**src/rtl/sfd_pkg.sv**
```systemverilog
package sfd_pkg;

   // register field widths
   localparam int DL_W    = 16;
   localparam int FB_W    = 16;
   localparam int MIX_W   = 17;
   localparam int STEPS_W = 12;
   localparam int CSR_IDX_W  = 4;
   localparam int CSR_DATA_W = 17;

   // wet fraction carries extra fraction bits
   localparam int WET_SHIFT = 14;
   localparam int WET_W     = 32;
   localparam int DIV_W     = 31;

   localparam logic [FB_W-1:0]  FB_MAX  = 16'd64880;
   localparam logic [MIX_W-1:0] MIX_MAX = 17'd65536;

   // register indexes
   localparam logic [CSR_IDX_W-1:0] CSR_DELAY_LENGTH  = 4'd0;
   localparam logic [CSR_IDX_W-1:0] CSR_FEEDBACK_GAIN = 4'd1;
   localparam logic [CSR_IDX_W-1:0] CSR_MIX_TARGET    = 4'd2;
   localparam logic [CSR_IDX_W-1:0] CSR_RAMP_STEPS    = 4'd3;

   // register reset values
   localparam logic [DL_W-1:0]    DL_RESET    = 16'd11025;
   localparam logic [FB_W-1:0]    FB_RESET    = 16'd19661;
   localparam logic [MIX_W-1:0]   MIX_RESET   = 17'd32768;
   localparam logic [STEPS_W-1:0] STEPS_RESET = 12'd882;

   typedef struct packed {
      logic             done;
      logic [MIX_W-1:0] wet;
   } wet_stat_type;

   typedef struct packed {
      logic mul_en;
      logic sum_en;
      logic wr_en;
   } line_ctl_type;

endpackage

```
**src/rtl/sfd_div.sv**
```systemverilog
module sfd_div (
   input  logic                            clock,
   input  logic                            reset,
   input  logic                            start,
   input  logic [sfd_pkg::DIV_W-1:0]       dividend,
   input  logic [sfd_pkg::STEPS_W-1:0]     divisor,
   output logic                            done,
   output logic [sfd_pkg::DIV_W-1:0]       quotient
);

   localparam int CNT_W = $clog2(sfd_pkg::DIV_W);
   localparam int SW    = sfd_pkg::STEPS_W;
   localparam int DW    = sfd_pkg::DIV_W;

   logic              busy_ff, busy_in;
   logic              done_ff, done_in;
   logic [CNT_W-1:0]  cnt_ff, cnt_in;
   logic [SW-1:0]     rem_ff, rem_in;
   logic [SW-1:0]     den_ff, den_in;
   logic [DW-1:0]     acc_ff, acc_in;
   logic [SW:0]       trial;
   logic              ge;

   // restoring division, one quotient bit per cycle
   always_comb begin
      trial   = {rem_ff, acc_ff[DW-1]};
      ge      = trial >= {1'b0, den_ff};
      busy_in = busy_ff;
      done_in = 1'b0;
      cnt_in  = cnt_ff;
      rem_in  = rem_ff;
      den_in  = den_ff;
      acc_in  = acc_ff;
      if (start) begin
         busy_in = 1'b1;
         cnt_in  = CNT_W'(DW - 1);
         rem_in  = '0;
         den_in  = divisor;
         acc_in  = dividend;
      end else if (busy_ff) begin
         rem_in = ge ? SW'(trial - {1'b0, den_ff}) : trial[SW-1:0];
         acc_in = {acc_ff[DW-2:0], ge};
         if (cnt_ff == '0) begin
            busy_in = 1'b0;
            done_in = 1'b1;
         end else begin
            cnt_in = cnt_ff - 1'b1;
         end
      end
   end

   always_ff @(posedge clock) begin
      if (reset) begin
         busy_ff <= 1'b0;
         done_ff <= 1'b0;
         cnt_ff  <= '0;
      end else begin
         busy_ff <= busy_in;
         done_ff <= done_in;
         cnt_ff  <= cnt_in;
      end
      rem_ff <= rem_in;
      den_ff <= den_in;
      acc_ff <= acc_in;
   end

   assign done     = done_ff;
   assign quotient = acc_ff;

endmodule

```
**src/rtl/sfd_wet.sv**
```systemverilog
module sfd_wet (
   input  logic                          clock,
   input  logic                          reset,
   input  logic                          start,
   input  logic [sfd_pkg::MIX_W-1:0]     target,
   input  logic [sfd_pkg::STEPS_W-1:0]   steps,
   output sfd_pkg::wet_stat_type         stat
);

   localparam int WW = sfd_pkg::WET_W;
   localparam int DW = sfd_pkg::DIV_W;

   typedef enum logic {W_IDLE, W_DIV} wet_state_type;

   wet_state_type                  state_ff, state_in;
   logic [sfd_pkg::MIX_W-1:0]      seen_ff, seen_in;
   logic [WW-1:0]                  wet_ff, wet_in;
   logic [WW-1:0]                  inc_ff, inc_in;
   logic [sfd_pkg::STEPS_W-1:0]    rl_ff, rl_in;
   logic [DW-1:0]                  mag_ff, mag_in;
   logic                           neg_ff, neg_in;
   logic                           done_ff, done_in;
   logic                           div_start_ff, div_start_in;

   logic                           div_done;
   logic [DW-1:0]                  quo;
   logic [WW-1:0]                  goal_new, goal_seen, inc_sel, wet_adv;
   logic [sfd_pkg::STEPS_W-1:0]    rl_dec;

   sfd_div u_div (
      .clock    (clock),
      .reset    (reset),
      .start    (div_start_ff),
      .dividend (mag_ff),
      .divisor  (rl_ff),
      .done     (div_done),
      .quotient (quo)
   );

   always_comb begin
      goal_new  = WW'(target) << sfd_pkg::WET_SHIFT;
      goal_seen = WW'(seen_ff) << sfd_pkg::WET_SHIFT;
      inc_sel   = (state_ff == W_DIV) ? (neg_ff ? WW'(0) - WW'(quo) : WW'(quo)) : inc_ff;
      rl_dec    = rl_ff - 1'b1;
      wet_adv   = (rl_dec == '0) ? goal_seen : wet_ff + inc_sel;

      state_in     = state_ff;
      seen_in      = seen_ff;
      wet_in       = wet_ff;
      inc_in       = inc_ff;
      rl_in        = rl_ff;
      mag_in       = mag_ff;
      neg_in       = neg_ff;
      done_in      = 1'b0;
      div_start_in = 1'b0;

      unique case (state_ff)
         W_IDLE: begin
            if (start) begin
               if (target != seen_ff) begin
                  seen_in = target;
                  if (steps == '0) begin
                     wet_in  = goal_new;
                     rl_in   = '0;
                     done_in = 1'b1;
                  end else begin
                     // ramp count doubles as the divisor while dividing
                     rl_in        = steps;
                     neg_in       = goal_new < wet_ff;
                     mag_in       = (goal_new >= wet_ff) ? DW'(goal_new - wet_ff)
                                                         : DW'(wet_ff - goal_new);
                     div_start_in = 1'b1;
                     state_in     = W_DIV;
                  end
               end else begin
                  if (rl_ff != '0) begin
                     rl_in  = rl_dec;
                     wet_in = wet_adv;
                  end
                  done_in = 1'b1;
               end
            end
         end
         W_DIV: begin
            if (div_done) begin
               inc_in   = inc_sel;
               rl_in    = rl_dec;
               wet_in   = wet_adv;
               done_in  = 1'b1;
               state_in = W_IDLE;
            end
         end
         default: state_in = W_IDLE;
      endcase
   end

   always_ff @(posedge clock) begin
      if (reset) begin
         state_ff     <= W_IDLE;
         seen_ff      <= sfd_pkg::MIX_RESET;
         wet_ff       <= WW'(sfd_pkg::MIX_RESET) << sfd_pkg::WET_SHIFT;
         inc_ff       <= '0;
         rl_ff        <= '0;
         done_ff      <= 1'b0;
         div_start_ff <= 1'b0;
      end else begin
         state_ff     <= state_in;
         seen_ff      <= seen_in;
         wet_ff       <= wet_in;
         inc_ff       <= inc_in;
         rl_ff        <= rl_in;
         done_ff      <= done_in;
         div_start_ff <= div_start_in;
      end
      mag_ff <= mag_in;
      neg_ff <= neg_in;
   end

   assign stat.done = done_ff;
   assign stat.wet  = wet_ff[sfd_pkg::WET_SHIFT+sfd_pkg::MIX_W-1:sfd_pkg::WET_SHIFT];

endmodule

```
**config.mk**
```make
export PLATFORM = sky130hd
export DESIGN_NAME = sfd_wet
export DESIGN_NICKNAME = d
export VERILOG_FILES = /design/src/rtl/sfd_pkg.sv /design/src/rtl/sfd_div.sv /design/src/rtl/sfd_wet.sv
export SDC_FILE = /design/constraint.sdc
export NUM_CORES = 1
export LEC_CHECK = 0
export BUFFER_PORTS_ARGS = -buffer_cell sky130_fd_sc_hd__buf_2
export CAP_MARGIN = 25
export CELL_PAD_IN_SITES_DETAIL_PLACEMENT = 0
export CELL_PAD_IN_SITES_GLOBAL_PLACEMENT = 2
export CORE_ASPECT_RATIO = 1.2
export CORE_UTILIZATION = 44
export CTS_BUF_LIST = sky130_fd_sc_hd__clkbuf_2
export CTS_CLUSTER_DIAMETER = 80
export DETAILED_ROUTE_END_ITERATION = 8
export PLACE_DENSITY = 0.87
export SYNTH_ARGS = -nofsm -noshare
export SYNTH_HDL_FRONTEND = slang
export SYNTH_SLANG_ARGS = --single-unit
```
**constraint.sdc**
```tcl
create_clock -name clock -period 11.2 [get_ports clock]
set_input_delay 1.12 -clock clock [delete_from_list [all_inputs] [get_ports clock]]
set_output_delay 1.12 -clock clock [all_outputs]
set_load 0.02 [all_outputs]
```
==> metrics.md, run 1 <==
| Metric | Value |
|---|---|
| Syn Inst Count | `1485` |
| Slew headroom | `21.97%` |
| # IOs | `50` |
| Worst Path Max Fanout | `6` |
| Register-to-Register Path Depth | `19` |
| Clock Latency Late Sink | `0.82 ns` |
| Largest net degree at the start of global routing | `68` |
| Tcrit/Tclk final | `48.89%` |
| Most frequent cells in the layout | `nor2_1, a21oi_1, dfxtp_1` |
| Post-CTS Resized | `0` |
| Initial Util | `44.82%` |
| Setup TNS | `0 ns` |
| Die ar. | `0.02998 mm^2` |
| Commonest non-fill, non-tap cell in the layout | `nor2_1` |
| Ys async rst share | `0%` |
| Place WS | `5.812 ns` |
| Initial drt markers | `636` |
| Total global routing overflow | `0` |
| Pins Over Slew Limit | `0` |
| Fillers | `2945` |
| Post-DRT Antenna Nets | `0` |
| Mapped Avg Cell Area | `8.679 um^2` |
| Hold Violations, Final | `0` |
| Post-CTS setup buffer count | `0` |
| DR vias | `10.85k` |
| Synthesized area | `0.01289 mm^2` |
| Critical R2R Capture | `wet_ff[29]` |
| Overall Power | `0.001608 W` |
| Distinct cell type count after synthesis | `73` |
| Maximum clock frequency | `0.1826 GHz` |
| Min Tclk post-route | `5.475 ns` |
| Reg2reg start | `u_div.quotient[0]` |
| Dominant synthesized flop cell | `dfxtp_1` |
| Routing usage on met2 | `42.05%` |
| Final nets | `1595` |
| Port Buffer Count | `49` |
| FF-to-FF setup slack | `5.72 ns` |
| Min-Delay Path Class | `reg -> reg` |
| Hold Crit Depth | `2` |
| Die height | `189.5 um` |
| Area Overhead vs Synth | `5.417%` |
| Area after DPL | `0.01335 mm^2` |
| Htree depth | `4` |
| Core Area | `0.02876 mm^2` |
| First-pass GRT wire length | `56680 um` |
| CTS tree | `done` |
| Met3 Use GR | `2.678%` |
| Finished Cell Area | `0.01359 mm^2` |
| # setup viols final | `0` |
| Drt pass-1 iters | `5` |
| TritonCTS Buffers | `17` |
| Critical Path AT | `6.18 ns` |
| Worst Path Required | `11.91 ns` |
| Hold buffers post-CTS | `0` |
| Die Span X | `158.2 um` |
| Detail Placement HPWL | `26910 um` |
| GRT Util Overall | `24.73%` |
| RSZ-0062 raised after global routing | `no` |
| Kind of critical path | `reg -> reg` |
| Layout Skew | `0.05234 ns` |
| Power per cell area | `118.3 mW/mm^2` |
| Post-synth EDFFs | `75` |
| Number of global-route vias before repair | `10.15k` |
| Crit end category | `flop` |
| P_leak | `5.438 nW` |
| DR vias/cell | `5.798` |
| DRC viols | `0` |
| Worst-path clk slew | `0.29 ns` |
| Setup crit start kind | `flop` |
| Most used routing layer | `met2` |
| Worst vdd ir | `0.04971 mV` |
| Routability Congestion | `0.8768` |
| Syn nets | `1607` |
| CP Launch Point | `u_div.quotient[0]` |
| CTS root buffer | `clkbuf_2` |
| Sequential fraction of the synthesis area | `35.34%` |
| Yosys warning total | `0` |
| Setup crit end | `wet_ff[29]` |
| Initial antenna violation count | `1` |
| WL/cell | `19.42 um` |
| Routed WL | `36350 um` |
| Worst-Margin Slew | `1.158 ns` |
| Layout cells sized above 1 | `10.50%` |
| Clock tree buffer depth | `2` |
| # rows | `68` |
| Met1 Use GR | `31.96%` |
| Setup WS post-layout | `5.725 ns` |
| Status | `complete, no violations` |
| CTS Sinks | `190` |
| FF+latch count, synth | `190` |
| Max cap viols | `0` |
==> power by group <==
part / total [W] / internal [W] / switching, W / leakage (nW)
logic: 0.000434 / 0.000177 / 0.000258 / 3.64
clock network: 0.000350 / 0.0000872 / 0.000263 / 0.137
registers: 0.000823 / 0.000778 / 0.0000450 / 1.66
==> state kept, by name, indices dropped and copies added (netlist names) <==
register        count
div_start_ff        1
u_div.done          1
state_ff            1
u_div.den_ff       12
wet_ff             32
u_div.cnt_ff        5
mag_ff             31
u_div.busy_ff       1
neg_ff              1
done_ff             1
u_div.rem_ff       12
inc_ff             32
rl_ff              12
u_div.quotient     31
seen_ff            17
==> worst max-delay path, cell delays in order (launching register included) <==
cell      delay (ns)
edfxtp_1        0.49
inv_1           0.10
ha_1            0.16
or2b_1          0.25
or4_2           0.62
or4_4           0.57
or2_4           0.30
o31ai_1         0.26
xor2_1          0.22
a21oi_1         0.11
ha_1            0.41
a21o_1          0.21
a21o_1          0.16
a21o_1          0.19
a211oi_1        0.21
a21o_1          0.22
o21ai_0         0.19
a2111o_1        0.45
a21oi_1         0.13
o41ai_1         0.11
==> cells in the mapped netlist (18+ instances only) <==
cell type	instances	area share [%]
a31oi_1	18	0.87
mux2i_1	33	2.6
xor2_1	59	4.0
a21oi_1	128	5.0
edfxtp_1	75	17
nand2_1	87	2.5
buf_4	18	1.0
a21o_1	29	1.7
nand3_1	24	0.93
o21ai_0	82	3.2
clkbuf_1	73	2.1
xnor2_1	50	3.4
ha_1	87	8.4
a211oi_1	51	3.0
dfxtp_1	115	18
nor3_1	41	1.6
nor2_1	173	5.0
inv_1	73	2.1
mux2_2	37	3.2
==> logic make-up after synthesis <==
group	count (synthesis)	share of synthesized area, %
AO/OA/AOI/OAI	422	21.11
XOR/XNOR	109	7.407
flip-flops	190	35.34
AND/OR/NAND/NOR	435	15.88
multiplexers	71	5.912
adder cells (fa/ha/maj)	90	8.912
buffers and inverters	168	5.436
==> through the flow <==
stage	utilization (%)	instances	hold WS, ns
2_1_floorplan	-	1485	0.4064
3_3_place_gp	46.34	1837	0.4486
3_5_place_dp	46.44	1838	0.4511
4_1_cts	47.21	1870	0.4786
5_1_grt	47.25	1872	0.4907
6_report	47.25	1872	0.4792
==> worst min path at each step <==
stage / to / startpoint
detailed placement: inc_ff[0] / inc_ff[0]
CTS: inc_ff[0] / inc_ff[0]
global route: inc_ff[0] / inc_ff[0]
floorplan: u_div.den_ff[2] / rl_ff[2]
finish: inc_ff[0] / inc_ff[0]
global placement: inc_ff[0] / inc_ff[0]
==> layout make-up <==
class	instances	area (um^2)	share of cell area, %
diodes	1	2.502	0.01842
multi-input cells	1127	7669	56.44
inverters	73	274.0	2.017
clock buffers	18	90.09	0.6630
flip-flops and latches	190	4557	33.54
well taps	385	481.7	3.545
repair buffers	64	380.4	2.800
clock inverters	14	132.6	0.9761
==> routing by layer <==
metal	vias to the layer above	wire length (um)
li1	5342	-
met1	5234	16370
met2	232	17660
met3	46	1183
met4	0	1137
met5	-	0
Note: power is estimated with default switching activity, not from simulation.
==> inputs of run 2 (changes only) <==
CORE_UTILIZATION = 37   (was 44)
PLACE_DENSITY = 0.78   (was 0.87)
clock period = 4.7 ns   (was 11.2 ns; I/O delays follow)
==> run 2 against run 1 <==
Compared with the run above:
- the run now ends with negative setup slack left
- die area grew 19%
- power grew 150%
- register-to-register slack lost 5.8 ns
- via count grew 4.0%
- setup slack lost 5.8 ns
- largest cell class unchanged
==> metrics.md, run 2 (synthesized netlist as in run 1, its figures left out) <==
| Metric | Value |
|---|---|
| Status | `complete, but fails checks` |
| Failing checks | `negative setup slack` |
| Most frequent cells in the layout | `nor2_1, a21oi_1, buf_4` |
| Worst path slowest cell | `or4_4` |
| Htree depth | `4 (unchanged)` |
| Critical Path AT | `5.57 ns (-0.61 ns)` |
| Worst-Margin Slew | `0.9857 ns (-0.1726 ns)` |
| Kind of critical path | `reg -> reg` |
| FF-to-FF setup slack | `-0.09 ns (-5.81 ns)` |
| Core Area | `0.03417 mm^2 (+19%)` |
| Worst Path Required | `5.48 ns (-6.43 ns)` |
| Power per cell area | `266.8 mW/mm^2 (+130%)` |
| Overall Power | `0.004003 W (+150%)` |
| Met1 Use GR | `27.53% (-4.4 points)` |
| Total global routing overflow | `0 (unchanged)` |
| # IOs | `50 (unchanged)` |
| Setup WS post-layout | `-0.08676 ns (-5.811 ns)` |
| Slowest stage delay, CP | `0.54 ns (-0.08 ns)` |
| Crit end category | `flop` |
| GRT Util Overall | `22.59% (-2.1 points)` |
| Number of global-route vias before repair | `10.92k (+7.5%)` |
| RSZ-0062 raised after global routing | `yes` |
| CTS tree | `done` |
| Met3 Use GR | `2.164% (-0.51 points)` |
| # setup viols final | `3 (+3)` |
| DRC viols | `0 (unchanged)` |
| Initial Util | `37.72% (-7.1 points)` |
| Die height | `206.5 um (+9.0%)` |
| First-pass GRT wire length | `60750 um (+7.2%)` |
| Register-to-Register Path Depth | `19 (unchanged)` |
| CTS root buffer | `clkbuf_2` |
| Drt pass-1 iters | `5 (unchanged)` |
| Layout Skew | `0.05326 ns (+0.0009154 ns)` |
| Min-Delay Path Class | `in -> reg` |
| Clock Latency Late Sink | `0.87 ns (+0.05 ns)` |
| Layout cells sized above 1 | `18.52% (+8.0 points)` |
| Min Tclk post-route | `4.787 ns (-0.6886 ns)` |
| Pins Over Slew Limit | `0 (unchanged)` |
| Delay-heaviest family, CP | `compound AO/OA/AOI/OAI gates` |
| Most used routing layer | `met2` |
| Worst-path clk slew | `0.29 ns (about the same)` |
| Clock tree buffer depth | `2 (unchanged)` |
| Max cap viols | `0 (unchanged)` |
| Routed WL | `39230 um (+7.9%)` |
| Worst vdd ir | `0.1248 mV (+150%)` |
| Routability Congestion | `0.9223 (+5.2%)` |
| Reg2reg start | `u_div.quotient[0]` |
| Maximum clock frequency | `0.2089 GHz (+14%)` |
| Place WS | `-0.3008 ns (-6.112 ns)` |
| Port Buffer Count | `49 (unchanged)` |
| Setup crit start kind | `flop` |
| Initial antenna violation count | `1 (unchanged)` |
| Largest registers | `inc_ff: 32 flops, wet_ff: 32 flops` |
| P_leak | `6.134 nW (+13%)` |
| Hold Violations, Final | `0 (unchanged)` |
| CTS Sinks | `190 (unchanged)` |
| Crit path buffers/inverters | `1 (unchanged)` |
| CP Launch Point | `u_div.quotient[0]` |
| Largest net degree at the start of global routing | `56 (-18%)` |
| Levels on crit path | `19 (unchanged)` |
| Initial drt markers | `706 (+11%)` |
| Setup crit end | `wet_ff[29]` |
| Tcrit/Tclk final | `101.8% (+53 points)` |
| Cell Chain, Critical Path | `inv_2, ha_4, or2b_1, or4_4, or4_4, or2_4, o31ai_4, xor2_1, a21oi_1, ha_1, a21o_1, a21o_1, a21o_1, a211oi_2, a21o_1, o21ai_2, a2111o_1, a21oi_2, o41ai_2` |
| WL/cell | `18.89 um (-2.7%)` |
| DR vias/cell | `5.433 (-6.3%)` |
| DR vias | `11.28k (+4.0%)` |
| # rows | `74 (+8.8%)` |
| Slew headroom | `34.04% (+12 points)` |
| Worst Path Max Fanout | `4 (-2)` |
| Most frequent CP cell | `a21o_1` |
| Area Overhead vs Synth | `16.41%` |
| Post-DRT Antenna Nets | `0 (unchanged)` |
| Detail Placement HPWL | `29370 um (+9.1%)` |
| Die ar. | `0.03559 mm^2 (+19%)` |
| Critical R2R Capture | `wet_ff[29]` |
| Final nets | `1729 (+8.4%)` |
| Die Span X | `172.4 um (+8.9%)` |
| Routing usage on met2 | `40.19% (-1.9 points)` |
| Commonest non-fill, non-tap cell in the layout | `nor2_1` |
| TritonCTS Buffers | `17 (unchanged)` |
==> run 2: changes by cell type in the layout (fill, tap and decap cells not counted), sizes merged <==
cell / change
dlygate4sd3: +29
clkbuf: +4
buf: +105
inv: -3
clkinv: -2
bufinv: +1
==> run 2: worst min path at each step <==
stage                     from         endpoint  slack [ns]  cells after the start
global placement     inc_ff[0]        inc_ff[0]        0.45                      2
floorplan             rl_ff[2]  u_div.den_ff[2]        0.41                      0
CTS                      reset  u_div.cnt_ff[3]       0.004                      2
finish                   reset      seen_ff[11]        0.06                      2
detailed placement  inc_ff[28]       inc_ff[28]        0.46                      2
global route             reset  u_div.cnt_ff[3]        0.01                      2
==> run 2: layer usage <==
metal  up-vias  wire length (um)
met1      5401             17150
met5         -                 0
met3        59              1016
li1       5618                 -
met4         0              1216
met2       206             19850
==> run 2: area by class of cell <==
type | count | area [um^2]
inverter | 73 | 274.0
tap | 456 | 570.5
timing repair buffer | 198 | 1463
clock inverter | 10 | 131.4
sequential | 190 | 4557
fill | 3394 | 19160
clock buffer | 22 | 110.1
antenna | 1 | 2.502
multi-input combinational | 1127 | 7895
==> run 2: repair_timing <==
action                                 4_1_cts  5_1_grt
endpoints found under the hold margin       38        0
pin swaps                                    5       17
hold buffers                                29        0
setup buffers                                1        6
gates resized for setup                     14       43
gates cloned                                 0        0
setup endpoints to repair                   13       16
==> run 2: through the flow <==
stage / hold slack (ns) / setup TNS (ns) / instance area [um^2] / instances / utilization (%)
finish: 0.06304 / -0.1738 / 15000 / 2077 / 43.91
global route: 0.01189 / -1.272 / 15000 / 2077 / 43.91
CTS: 0.003690 / -0.1607 / 14780 / 2070 / 43.27
detailed placement: 0.4580 / -1.683 / 14190 / 2008 / 41.54
global placement: 0.4499 / -0.9254 / 14160 / 2007 / 41.46
floorplan: 0.4064 / -0.005827 / 12890 / 1485 / -
==> run 2: report_power, final <==
group / switching (W) / leakage (nW) / internal [W]
clock network: 0.000618 / 0.153 / 0.000268
registers: 0.000114 / 1.66 / 0.00185
logic: 0.000643 / 4.32 / 0.000506
total: 0.00137 / 6.13 / 0.00263
